`config.mk`:
```
export PLATFORM = sky130hd
export DESIGN_NAME = signed_radix_digit_emitter
export DESIGN_NICKNAME = d
export VERILOG_FILES = /design/src/sdre_pkg.sv /design/src/sdre_front.sv /design/src/sdre_queue.sv /design/src/sdre_back.sv /design/src/signed_radix_digit_emitter.sv
export VERILOG_INCLUDE_DIRS = /design/src /design/src/src
export SDC_FILE = /design/constraint.sdc
export NUM_CORES = 2
export LEC_CHECK = 0
export BUFFER_PORTS_ARGS = -buffer_cell sky130_fd_sc_hd__buf_2
export CAP_MARGIN = 30
export CORE_MARGIN = 10
export CORE_UTILIZATION = 50
export DETAILED_ROUTE_END_ITERATION = 8
export PLACE_DENSITY = 0.66
export SYNTH_ARGS = -nofsm -noshare
export SYNTH_HDL_FRONTEND = slang
export SYNTH_SLANG_ARGS = --single-unit
export TNS_END_PERCENT = 50
```
`constraint.sdc`:
```
create_clock -name clk -period 17 [get_ports clk]
set_input_delay 2.55 -clock clk [delete_from_list [all_inputs] [get_ports clk]]
set_output_delay 2.55 -clock clk [all_outputs]
set_load 0.005 [all_outputs]
```
`src/signed_radix_digit_emitter_defines.svh`:
```
// Assertion macros for the signed radix digit emitter.
// Included by the top level; expects clk and rst_n in scope.
`ifndef SIGNED_RADIX_DIGIT_EMITTER_DEFINES_SVH
`define SIGNED_RADIX_DIGIT_EMITTER_DEFINES_SVH

// Same-cycle implication, checked only out of reset.
`define SDRE_ASSERT_NOW(label, ante, cons, msg) \
  label: assert property (@(posedge clk) disable iff (!rst_n) (ante) |-> (cons)) \
    else $error(msg);

// Next-cycle implication, checked only out of reset.
`define SDRE_ASSERT_NEXT(label, ante, cons, msg) \
  label: assert property (@(posedge clk) disable iff (!rst_n) (ante) |=> (cons)) \
    else $error(msg);

`endif

```
`src/sdre_pkg.sv`:
```
// Shared constants, types and helper functions of the signed radix digit emitter.
// No dependencies; imported by every module of the block.
package sdre_pkg;

  localparam int NUM_W       = 32;
  localparam int CFG_W       = 64;
  localparam int CFG_IDX_W   = 1;
  localparam int CHAR_W      = 8;
  localparam int MAX_RADIX   = 16;
  localparam int ALPHA_SLOTS = 16;
  localparam int ALPHA_CAP   = (MAX_RADIX < ALPHA_SLOTS) ? MAX_RADIX : ALPHA_SLOTS;
  localparam int IDX_W       = $clog2(ALPHA_SLOTS);
  localparam int LEN_W       = $clog2(ALPHA_SLOTS + 1);
  localparam int DIGIT_SLOTS = 32;
  localparam int POS_W       = $clog2(DIGIT_SLOTS);
  localparam int CNT_W       = $clog2(DIGIT_SLOTS + 1);
  localparam int Q_DEPTH     = 2;
  localparam int QPTR_W      = $clog2(Q_DEPTH);
  localparam int QCNT_W      = $clog2(Q_DEPTH + 1);
  localparam int REM_W       = LEN_W + 1;

  localparam logic [CHAR_W-1:0] CH_PLUS  = 8'h2B;
  localparam logic [CHAR_W-1:0] CH_MINUS = 8'h2D;

  // Configuration register indexes.
  localparam logic [CFG_IDX_W-1:0] CFG_ALPHA_LOW  = 1'b0;
  localparam logic [CFG_IDX_W-1:0] CFG_ALPHA_HIGH = 1'b1;

  // One finished number waiting in the queue.
  typedef struct packed {
    logic             neg;
    logic [CNT_W-1:0] cnt;
  } desc_t;

  // Digit write from the front into its bank.
  typedef struct packed {
    logic             en;
    logic [POS_W-1:0] pos;
    logic [IDX_W-1:0] digit;
  } dig_wr_t;

  // Front to queue.
  typedef struct packed {
    dig_wr_t wr;
    logic    push;
    desc_t   desc;
  } front_q_t;

  // Back to queue.
  typedef struct packed {
    logic             rd_en;
    logic [POS_W-1:0] rd_pos;
    logic             pop;
  } back_q_t;

  // Queue to back.
  typedef struct packed {
    logic             head_valid;
    desc_t            head;
    logic [IDX_W-1:0] rd_digit;
  } q_back_t;

  // Byte k of the alphabet, entry 0 in the lowest byte of the low word.
  function automatic logic [CHAR_W-1:0] alpha_entry(input logic [CFG_W-1:0] lo,
                                                    input logic [CFG_W-1:0] hi,
                                                    input logic [IDX_W-1:0] k);
    logic [2*CFG_W-1:0] w;
    w = {hi, lo};
    return w[{k, 3'b000} +: CHAR_W];
  endfunction

  // floor(2^32 / d); the quotient estimate from it is at most one short.
  function automatic logic [NUM_W-1:0] recip(input logic [LEN_W-1:0] d);
    logic [NUM_W-1:0] r;
    unique case (d)
      5'd2:    r = 32'h8000_0000;
      5'd3:    r = 32'h5555_5555;
      5'd4:    r = 32'h4000_0000;
      5'd5:    r = 32'h3333_3333;
      5'd6:    r = 32'h2AAA_AAAA;
      5'd7:    r = 32'h2492_4924;
      5'd8:    r = 32'h2000_0000;
      5'd9:    r = 32'h1C71_C71C;
      5'd10:   r = 32'h1999_9999;
      5'd11:   r = 32'h1745_D174;
      5'd12:   r = 32'h1555_5555;
      5'd13:   r = 32'h13B1_3B13;
      5'd14:   r = 32'h1249_2492;
      5'd15:   r = 32'h1111_1111;
      5'd16:   r = 32'h1000_0000;
      default: r = '0;
    endcase
    return r;
  endfunction

endpackage

```
`src/sdre_front.sv`:
```
// Front end: accepts a number, checks the alphabet and peels off digits,
// least significant first, by reciprocal multiplication. Uses sdre_pkg.
module sdre_front (
  input  logic                                clk,
  input  logic                                rst_n,
  input  logic                                start,
  input  logic signed [sdre_pkg::NUM_W-1:0]   in_number,
  input  logic        [sdre_pkg::CFG_W-1:0]   alpha_lo,
  input  logic        [sdre_pkg::CFG_W-1:0]   alpha_hi,
  input  logic                                q_full,
  output logic                                busy,
  output sdre_pkg::front_q_t                  fq
);
  import sdre_pkg::*;

  typedef enum logic [2:0] {
    F_IDLE = 3'b001,
    F_MUL  = 3'b010,
    F_FIX  = 3'b100
  } front_state_t;

  front_state_t       state_r, state_nxt;
  logic [NUM_W-1:0]   mag_r, mag_nxt;
  logic               neg_r, neg_nxt;
  logic [POS_W-1:0]   pos_r, pos_nxt;
  logic [NUM_W-1:0]   qest_r, qest_nxt;

  logic [CHAR_W-1:0]  ent [ALPHA_SLOTS];
  logic [LEN_W-1:0]   alen;
  logic               aok;
  logic [2*NUM_W-1:0] prod;
  logic [REM_W-1:0]   d6;
  logic [REM_W-1:0]   low_prod;
  logic [REM_W-1:0]   rem6;
  logic               fix;
  logic [NUM_W-1:0]   quot;
  logic [IDX_W-1:0]   digit;
  logic               done;
  logic [NUM_W-1:0]   in_u;

  // Alphabet length: bytes before the first zero, capped.
  always_comb begin
    for (int k = 0; k < ALPHA_SLOTS; k++) begin
      ent[k] = alpha_entry(alpha_lo, alpha_hi, IDX_W'(k));
    end
    alen = LEN_W'(ALPHA_CAP);
    for (int k = ALPHA_CAP - 1; k >= 0; k--) begin
      if (ent[k] == '0) begin
        alen = LEN_W'(k);
      end
    end
  end

  // Alphabet is usable when long enough, sign-free and without repeats.
  always_comb begin
    aok = (alen >= LEN_W'(2));
    for (int a = 0; a < ALPHA_CAP; a++) begin
      if (LEN_W'(a) < alen) begin
        if (ent[a] == CH_PLUS || ent[a] == CH_MINUS) begin
          aok = 1'b0;
        end
        for (int b = a + 1; b < ALPHA_CAP; b++) begin
          if (LEN_W'(b) < alen && ent[a] == ent[b]) begin
            aok = 1'b0;
          end
        end
      end
    end
  end

  // Quotient estimate and its one-step correction on the low bits.
  always_comb begin
    prod     = {{NUM_W{1'b0}}, mag_r} * {{NUM_W{1'b0}}, recip(alen)};
    d6       = {1'b0, alen};
    low_prod = qest_r[REM_W-1:0] * d6;
    rem6     = mag_r[REM_W-1:0] - low_prod;
    fix      = (rem6 >= d6);
    quot     = fix ? (qest_r + NUM_W'(1)) : qest_r;
    digit    = fix ? IDX_W'(rem6 - d6) : rem6[IDX_W-1:0];
    done     = (quot == '0) || (pos_r == POS_W'(DIGIT_SLOTS - 1));
    in_u     = unsigned'(in_number);
  end

  // Sequencer: a multiply state (F_MUL), then a correction state (F_FIX), for each digit.
  always_comb begin
    state_nxt = state_r;
    mag_nxt   = mag_r;
    neg_nxt   = neg_r;
    pos_nxt   = pos_r;
    qest_nxt  = qest_r;
    unique case (state_r)
      F_IDLE: begin
        if (start && !q_full) begin
          neg_nxt   = in_u[NUM_W-1];
          mag_nxt   = in_u[NUM_W-1] ? (~in_u + NUM_W'(1)) : in_u;
          pos_nxt   = '0;
          state_nxt = F_MUL;
        end
      end
      F_MUL: begin
        qest_nxt  = prod[2*NUM_W-1:NUM_W];
        state_nxt = aok ? F_FIX : F_IDLE;
      end
      F_FIX: begin
        mag_nxt = quot;
        if (done) begin
          state_nxt = F_IDLE;
        end else begin
          pos_nxt   = pos_r + POS_W'(1);
          state_nxt = F_MUL;
        end
      end
      default: state_nxt = F_IDLE;
    endcase
  end

  always_ff @(posedge clk) begin
    if (!rst_n) begin
      state_r <= F_IDLE;
    end else begin
      state_r <= state_nxt;
    end
  end

  always_ff @(posedge clk) begin
    mag_r  <= mag_nxt;
    neg_r  <= neg_nxt;
    pos_r  <= pos_nxt;
    qest_r <= qest_nxt;
  end

  // Digit writes and the hand-off of a finished number.
  always_comb begin
    fq.wr.en     = (state_r == F_FIX);
    fq.wr.pos    = pos_r;
    fq.wr.digit  = digit;
    fq.push      = (state_r == F_FIX) && done;
    fq.desc.neg  = neg_r;
    fq.desc.cnt  = CNT_W'(pos_r) + CNT_W'(1);
  end

  assign busy = (state_r != F_IDLE) || q_full;

endmodule

```
`src/sdre_queue.sv`:
```
// Two-entry queue of finished numbers, each with its own bank of digit memory.
// Sits between sdre_front and sdre_back. Uses sdre_pkg.
module sdre_queue (
  input  logic               clk,
  input  logic               rst_n,
  input  sdre_pkg::front_q_t fq,
  input  sdre_pkg::back_q_t  bq,
  output logic               q_full,
  output sdre_pkg::q_back_t  qb
);
  import sdre_pkg::*;

  desc_t             desc_r [Q_DEPTH];
  logic [QPTR_W-1:0] wp_r, wp_nxt;
  logic [QPTR_W-1:0] rp_r, rp_nxt;
  logic [QCNT_W-1:0] cnt_r, cnt_nxt;
  logic [IDX_W-1:0]  mem [Q_DEPTH*DIGIT_SLOTS];
  logic [IDX_W-1:0]  rd_r;

  // Pointer and fill-count update.
  always_comb begin
    wp_nxt  = fq.push ? (wp_r + QPTR_W'(1)) : wp_r;
    rp_nxt  = bq.pop ? (rp_r + QPTR_W'(1)) : rp_r;
    cnt_nxt = cnt_r;
    if (fq.push && !bq.pop) begin
      cnt_nxt = cnt_r + QCNT_W'(1);
    end else if (bq.pop && !fq.push) begin
      cnt_nxt = cnt_r - QCNT_W'(1);
    end
  end

  always_ff @(posedge clk) begin
    if (!rst_n) begin
      wp_r  <= '0;
      rp_r  <= '0;
      cnt_r <= '0;
    end else begin
      wp_r  <= wp_nxt;
      rp_r  <= rp_nxt;
      cnt_r <= cnt_nxt;
    end
  end

  // Descriptor storage.
  always_ff @(posedge clk) begin
    if (fq.push) begin
      desc_r[wp_r] <= fq.desc;
    end
  end

  // Digit memory: the front fills bank wp, the back reads bank rp.
  always_ff @(posedge clk) begin
    if (fq.wr.en) begin
      mem[{wp_r, fq.wr.pos}] <= fq.wr.digit;
    end
  end

  always_ff @(posedge clk) begin
    if (bq.rd_en) begin
      rd_r <= mem[{rp_r, bq.rd_pos}];
    end
  end

  always_comb begin
    q_full        = (cnt_r == QCNT_W'(Q_DEPTH));
    qb.head_valid = (cnt_r != '0);
    qb.head       = desc_r[rp_r];
    qb.rd_digit   = rd_r;
  end

endmodule

```
`src/sdre_back.sv`:
```
// Back end: emits the sign and the stored digits, most significant first,
// mapping each digit through the alphabet. Uses sdre_pkg.
module sdre_back (
  input  logic                          clk,
  input  logic                          rst_n,
  input  sdre_pkg::q_back_t             qb,
  input  logic [sdre_pkg::CFG_W-1:0]    alpha_lo,
  input  logic [sdre_pkg::CFG_W-1:0]    alpha_hi,
  output sdre_pkg::back_q_t             bq,
  output logic                          out_strobe,
  output logic [sdre_pkg::CHAR_W-1:0]   out_char,
  output logic                          out_final_char
);
  import sdre_pkg::*;

  typedef enum logic [2:0] {
    B_IDLE = 3'b001,
    B_SIGN = 3'b010,
    B_EMIT = 3'b100
  } back_state_t;

  back_state_t       state_r, state_nxt;
  logic [POS_W-1:0]  k_r, k_nxt;
  logic              strobe_r, strobe_nxt;
  logic [CHAR_W-1:0] char_r, char_nxt;
  logic              final_r, final_nxt;

  // Emission sequencer; each digit read is issued ahead of its use into the queue's read register.
  always_comb begin
    state_nxt  = state_r;
    k_nxt      = k_r;
    strobe_nxt = 1'b0;
    char_nxt   = char_r;
    final_nxt  = final_r;
    bq.rd_en   = 1'b0;
    bq.rd_pos  = k_r;
    bq.pop     = 1'b0;
    unique case (state_r)
      B_IDLE: begin
        if (qb.head_valid) begin
          bq.rd_en  = 1'b1;
          bq.rd_pos = POS_W'(qb.head.cnt - CNT_W'(1));
          k_nxt     = POS_W'(qb.head.cnt - CNT_W'(1));
          state_nxt = qb.head.neg ? B_SIGN : B_EMIT;
        end
      end
      B_SIGN: begin
        strobe_nxt = 1'b1;
        char_nxt   = CH_MINUS;
        final_nxt  = 1'b0;
        state_nxt  = B_EMIT;
      end
      B_EMIT: begin
        strobe_nxt = 1'b1;
        char_nxt   = alpha_entry(alpha_lo, alpha_hi, qb.rd_digit);
        final_nxt  = (k_r == '0);
        if (k_r != '0) begin
          bq.rd_en  = 1'b1;
          bq.rd_pos = k_r - POS_W'(1);
          k_nxt     = k_r - POS_W'(1);
        end else begin
          bq.pop    = 1'b1;
          state_nxt = B_IDLE;
        end
      end
      default: state_nxt = B_IDLE;
    endcase
  end

  always_ff @(posedge clk) begin
    if (!rst_n) begin
      state_r  <= B_IDLE;
      strobe_r <= 1'b0;
    end else begin
      state_r  <= state_nxt;
      strobe_r <= strobe_nxt;
    end
  end

  always_ff @(posedge clk) begin
    k_r     <= k_nxt;
    char_r  <= char_nxt;
    final_r <= final_nxt;
  end

  assign out_strobe     = strobe_r;
  assign out_char       = char_r;
  assign out_final_char = final_r;

endmodule

```
`src/signed_radix_digit_emitter.sv`:
```
// Top level of the signed radix digit emitter: configuration registers,
// front end, digit queue and back end. Uses sdre_pkg and the defines header.
//
// Usage. A number is taken on in_number at a clock edge where start is high
// and busy is low. Its text in the configured radix comes out one character
// per beat on out_char, qualified by out_strobe for one cycle each, most
// significant digit first, a '-' first for negatives; out_final_char marks
// the last beat. The receiver cannot stall; every beat must be taken.
// The alphabet is written through cfg_we/cfg_index/cfg_data while idle:
// index 0 holds entries 0..7, index 1 entries 8..15, one byte each.
// A bad or too short alphabet makes a number produce no beats at all.
// Timing: the front works out each digit by a 32x32 reciprocal multiply
// and then the remainder correction. The beats of a number start only
// once all its digits are in the queue, then come one beat per cycle.
// A two-entry queue lets the front work on the next number while the
// back is still emitting.
// Reset (synchronous, rst_n low) clears the alphabet, queue and sequencers.
`include "signed_radix_digit_emitter_defines.svh"

module signed_radix_digit_emitter (
  input  logic                                 clk,
  input  logic                                 rst_n,
  input  logic                                 start,
  output logic                                 busy,
  input  logic signed [sdre_pkg::NUM_W-1:0]    in_number,
  output logic                                 out_strobe,
  output logic        [sdre_pkg::CHAR_W-1:0]   out_char,
  output logic                                 out_final_char,
  input  logic                                 cfg_we,
  input  logic        [sdre_pkg::CFG_IDX_W-1:0] cfg_index,
  input  logic        [sdre_pkg::CFG_W-1:0]    cfg_data
);
  import sdre_pkg::*;

  logic [CFG_W-1:0] alpha_lo_r, alpha_lo_nxt;
  logic [CFG_W-1:0] alpha_hi_r, alpha_hi_nxt;
  front_q_t         fq;
  back_q_t          bq;
  q_back_t          qb;
  logic             q_full;

  // Alphabet registers.
  always_comb begin
    alpha_lo_nxt = alpha_lo_r;
    alpha_hi_nxt = alpha_hi_r;
    if (cfg_we) begin
      unique case (cfg_index)
        CFG_ALPHA_LOW:  alpha_lo_nxt = cfg_data;
        CFG_ALPHA_HIGH: alpha_hi_nxt = cfg_data;
        default: begin
          alpha_lo_nxt = alpha_lo_r;
        end
      endcase
    end
  end

  always_ff @(posedge clk) begin
    if (!rst_n) begin
      alpha_lo_r <= '0;
      alpha_hi_r <= '0;
    end else begin
      alpha_lo_r <= alpha_lo_nxt;
      alpha_hi_r <= alpha_hi_nxt;
    end
  end

  // Front end: acceptance, alphabet check and digit generation.
  sdre_front u_front (
    .clk       (clk),
    .rst_n     (rst_n),
    .start     (start),
    .in_number (in_number),
    .alpha_lo  (alpha_lo_r),
    .alpha_hi  (alpha_hi_r),
    .q_full    (q_full),
    .busy      (busy),
    .fq        (fq)
  );

  // Queue of finished numbers with their digit banks.
  sdre_queue u_queue (
    .clk    (clk),
    .rst_n  (rst_n),
    .fq     (fq),
    .bq     (bq),
    .q_full (q_full),
    .qb     (qb)
  );

  // Back end: character emission.
  sdre_back u_back (
    .clk            (clk),
    .rst_n          (rst_n),
    .qb             (qb),
    .alpha_lo       (alpha_lo_r),
    .alpha_hi       (alpha_hi_r),
    .bq             (bq),
    .out_strobe     (out_strobe),
    .out_char       (out_char),
    .out_final_char (out_final_char)
  );

  // Checks on the queue hand-off and the emitted beats.
  `SDRE_ASSERT_NOW(a_push_room, fq.push, !q_full, "number pushed into a full queue")
  `SDRE_ASSERT_NOW(a_pop_valid, bq.pop || bq.rd_en, qb.head_valid, "queue read while empty")
  `SDRE_ASSERT_NEXT(a_accept_busy, start && !busy, busy, "not busy after accepting a number")
  `SDRE_ASSERT_NOW(a_sign_not_last, out_strobe && out_char == CH_MINUS, !out_final_char,
    "sign beat marked as last")

endmodule
```
==> metrics.cfg <==
[clock_network]
cts_tree=built
post_cts_buffers=0
clk_pin_slew_ns=0.07
h-tree-depth=2
ctsResizeCount=0
clk_latency_ns=0.66
numCtsBuffers=47
clock_path_buffers=3
cts_hold_buf=0
clock-sinks=496
cts_root_buf=clkbuf_16

[detailed_routing]
ant_nets=0
first_iter_violations=5838
wirelength_um=233000
num_vias=53300
drt-wirelength-per-cell_um=26.0
first_pass_iters=7
via_per_inst=5.93
drc=0

[placed_design]
pre_cts_slack_ns=4.20
port_buffers=111
gp_congestion=1.01
dpl.hpwl_um=164000

[setup_path]
crit_buf_inv=10
crit_fanout=33
critPathMaxStageDelay_ns=0.55
end_kind=register
critical_path.top_delay_family=adder cells
worst_path_max_delay_cell=or4_1
cp_common_cell=fa_1
cp.arrival_ns=13.46
critPathKind=register to register
required_ns=17.35
critPathLaunchType=register

[sta]
rsz0062_at_grt=no
slew_headroom_pct=24.5
skew_ns=0.0640
setup_ws_ns=3.89
min_period_ns=13.11
holdWs_ns=0.492
tns_ns=0
final_hold_viol_count=0
max_slew.worst_pin.slew_ns=1.12
setup-violations-final=0
finalCritPeriodShare_pct=77.1
maxSlewViolCount=0
fmax_mhz=76.3

[power]
p_per_area_nw_per_um2=124
power.total_w=0.00881
p_leak_nw=33.0
ir_worst_vdd_v=0.000440

[die]
dieArea_um2=149000
coreArea_um2=133000
num_rows=134
start_util_pct=50.3
die_y_um=386
die-width_um=386
ioPinCount=112

[global_routing]
grt_max_degree=90
grt_pass1_wl_um=349000
grt-ovfl-total=0
grt_pass1_vias=55100
grtUsageTotal_pct=31.2
antenna_found_initial=24

[synth]
syn-num-nets=8601
syn_inst=7312
synth_top_cell_by_area=fa_1
synth_seq_cells=496
ys.flop_type=edfxtp_1
yosys.cell_count.top_type=inv_1
yosysWarnings=0
synth_cell_type_count=84
async_flop_share_pct=0
synthTopCellsByArea=fa_1, edfxtp_1, xor2_1
avgSynthCellArea_um2=9.17
synth.top_cell.area_share_pct=27.0
synth-edff-count=356
synth_area_um2=67000
synth_seq_area_share_pct=20.1
yosys-top-cells-count=inv_1, nand2_1, fa_1, xor2_1, xnor2_1

[min_path]
hold_class=register to register

[run]
maxCapViolations=0

[layout]
area_delta_synth_final_pct=6.36
nets=8456
fill_cells=12100
layout-drive-gt1-share_pct=7.18

[outcome]
status=finished, final reports clean

-- final cells by class --
cell class	instances	area (µm²)	share of cell area, %
clock inverters	33	315	0.442
inverters	1237	4640	6.51
repair buffers	338	2280	3.20
multi-input cells	5047	47000	66.0
diodes	5	12.5	0.0176
well taps	1768	2210	3.10
clock buffers	54	1280	1.80
flip-flops and latches	496	13500	18.9
-- path summary, 6_finish.rpt --
kind / start / to / slack [ns] / cells past startpoint
worst max-delay path: alpha_hi_r[17]$_SDFFE_PN0P_ / u_front.qest_r[31]$_DFFE_PN_ / 3.89 / 45
worst min-delay path: u_front.neg_r$_DFFE_PP_ / u_queue.desc_r[1][6]$_DFFE_PP_ / 0.49 / 0
worst max register to register: alpha_hi_r[17]$_SDFFE_PN0P_ / u_front.qest_r[31]$_DFFE_PN_ / 3.89 / 45
worst min register to register: u_front.neg_r$_DFFE_PP_ / u_queue.desc_r[1][6]$_DFFE_PP_ / 0.49 / 0
-- cells in the final DEF (no fill, tap or decap), types with 15 or more instances in the layout --
cell	count
a21oi_1	113
and3_1	33
a21o_1	36
buf_4	217
nor4_1	150
buf_2	116
nand2b_1	18
mux4_2	44
dfxtp_1	140
nand3_1	78
a31oi_1	55
and2_1	186
a211oi_1	119
mux2i_1	41
nor3_1	71
nand4_1	138
nor2_1	176
xor2_1	562
o31ai_1	15
inv_1	1236
or3_1	28
fa_1	903
clkbuf_16	49
o21ai_0	68
edfxtp_1	356
a21boi_0	133
ha_1	285
nor2b_1	71
xnor2_1	541
nand2_1	1002
-- metrics by stage --
stage / utilization, % / std cells / area (µm²)
2_1_floorplan: - / 7312 / 67000
3_3_place_gp: 52.2 / 8875 / 69600
3_5_place_dp: 52.2 / 8883 / 69600
4_1_cts: 53.4 / 8970 / 71200
5_1_grt: 53.5 / 8975 / 71300
6_report: 53.5 / 8978 / 71300
-- logic make-up after synthesis --
kind of cell	Yosys count	share of synthesized area (%)
AOI/OAI and AO/OA	653	6.59
xor gates and xnor gates	1106	14.5
muxes	87	2.12
and+or+nand+nor	2012	14.3
buffers and inverters	1769	10.1
DFF	496	20.1
adders and majority gates	1189	32.3
-- state kept, by name, summed over array words and instances, names as in the netlist, named ones only --
| signal | count |
|---|---|
| u_queue.rd_r | 4 |
| u_front.mag_r | 32 |
| u_back.out_final_char | 1 |
| alpha_hi_r | 64 |
| u_back.state_r | 3 |
| u_queue.desc_r | 12 |
| u_queue.cnt_r | 2 |
| alpha_lo_r | 64 |
| u_queue.rp_r | 1 |
| u_queue.mem | 256 |
| u_back.out_strobe | 1 |
| u_back.out_char | 8 |
| u_front.pos_r | 5 |
| u_back.k_r | 5 |
| u_front.state_r | 3 |
| u_front.qest_r | 32 |
| u_queue.wp_r | 1 |
| u_front.neg_r | 1 |
-- metal layers --
layer / vias to the layer above / part of all wire (%) / GRT usage [%]
li1: 22700 / - / -
met1: 26400 / 38 / 40.6
met2: 3308 / 44 / 48.1
met3: 861 / 12 / 8.56
met4: 34 / 5.8 / 14.6
met5: - / 0.088 / 0
-- report_power, final --
part,switching [W],leakage (nW),internal (W)
clock network,0.000511,0.762,0.000597
registers,0.0000322,4.39,0.00200
logic,0.00374,27.9,0.00193
total,0.00428,33.0,0.00453
Power figures use the tool's default switching activity.
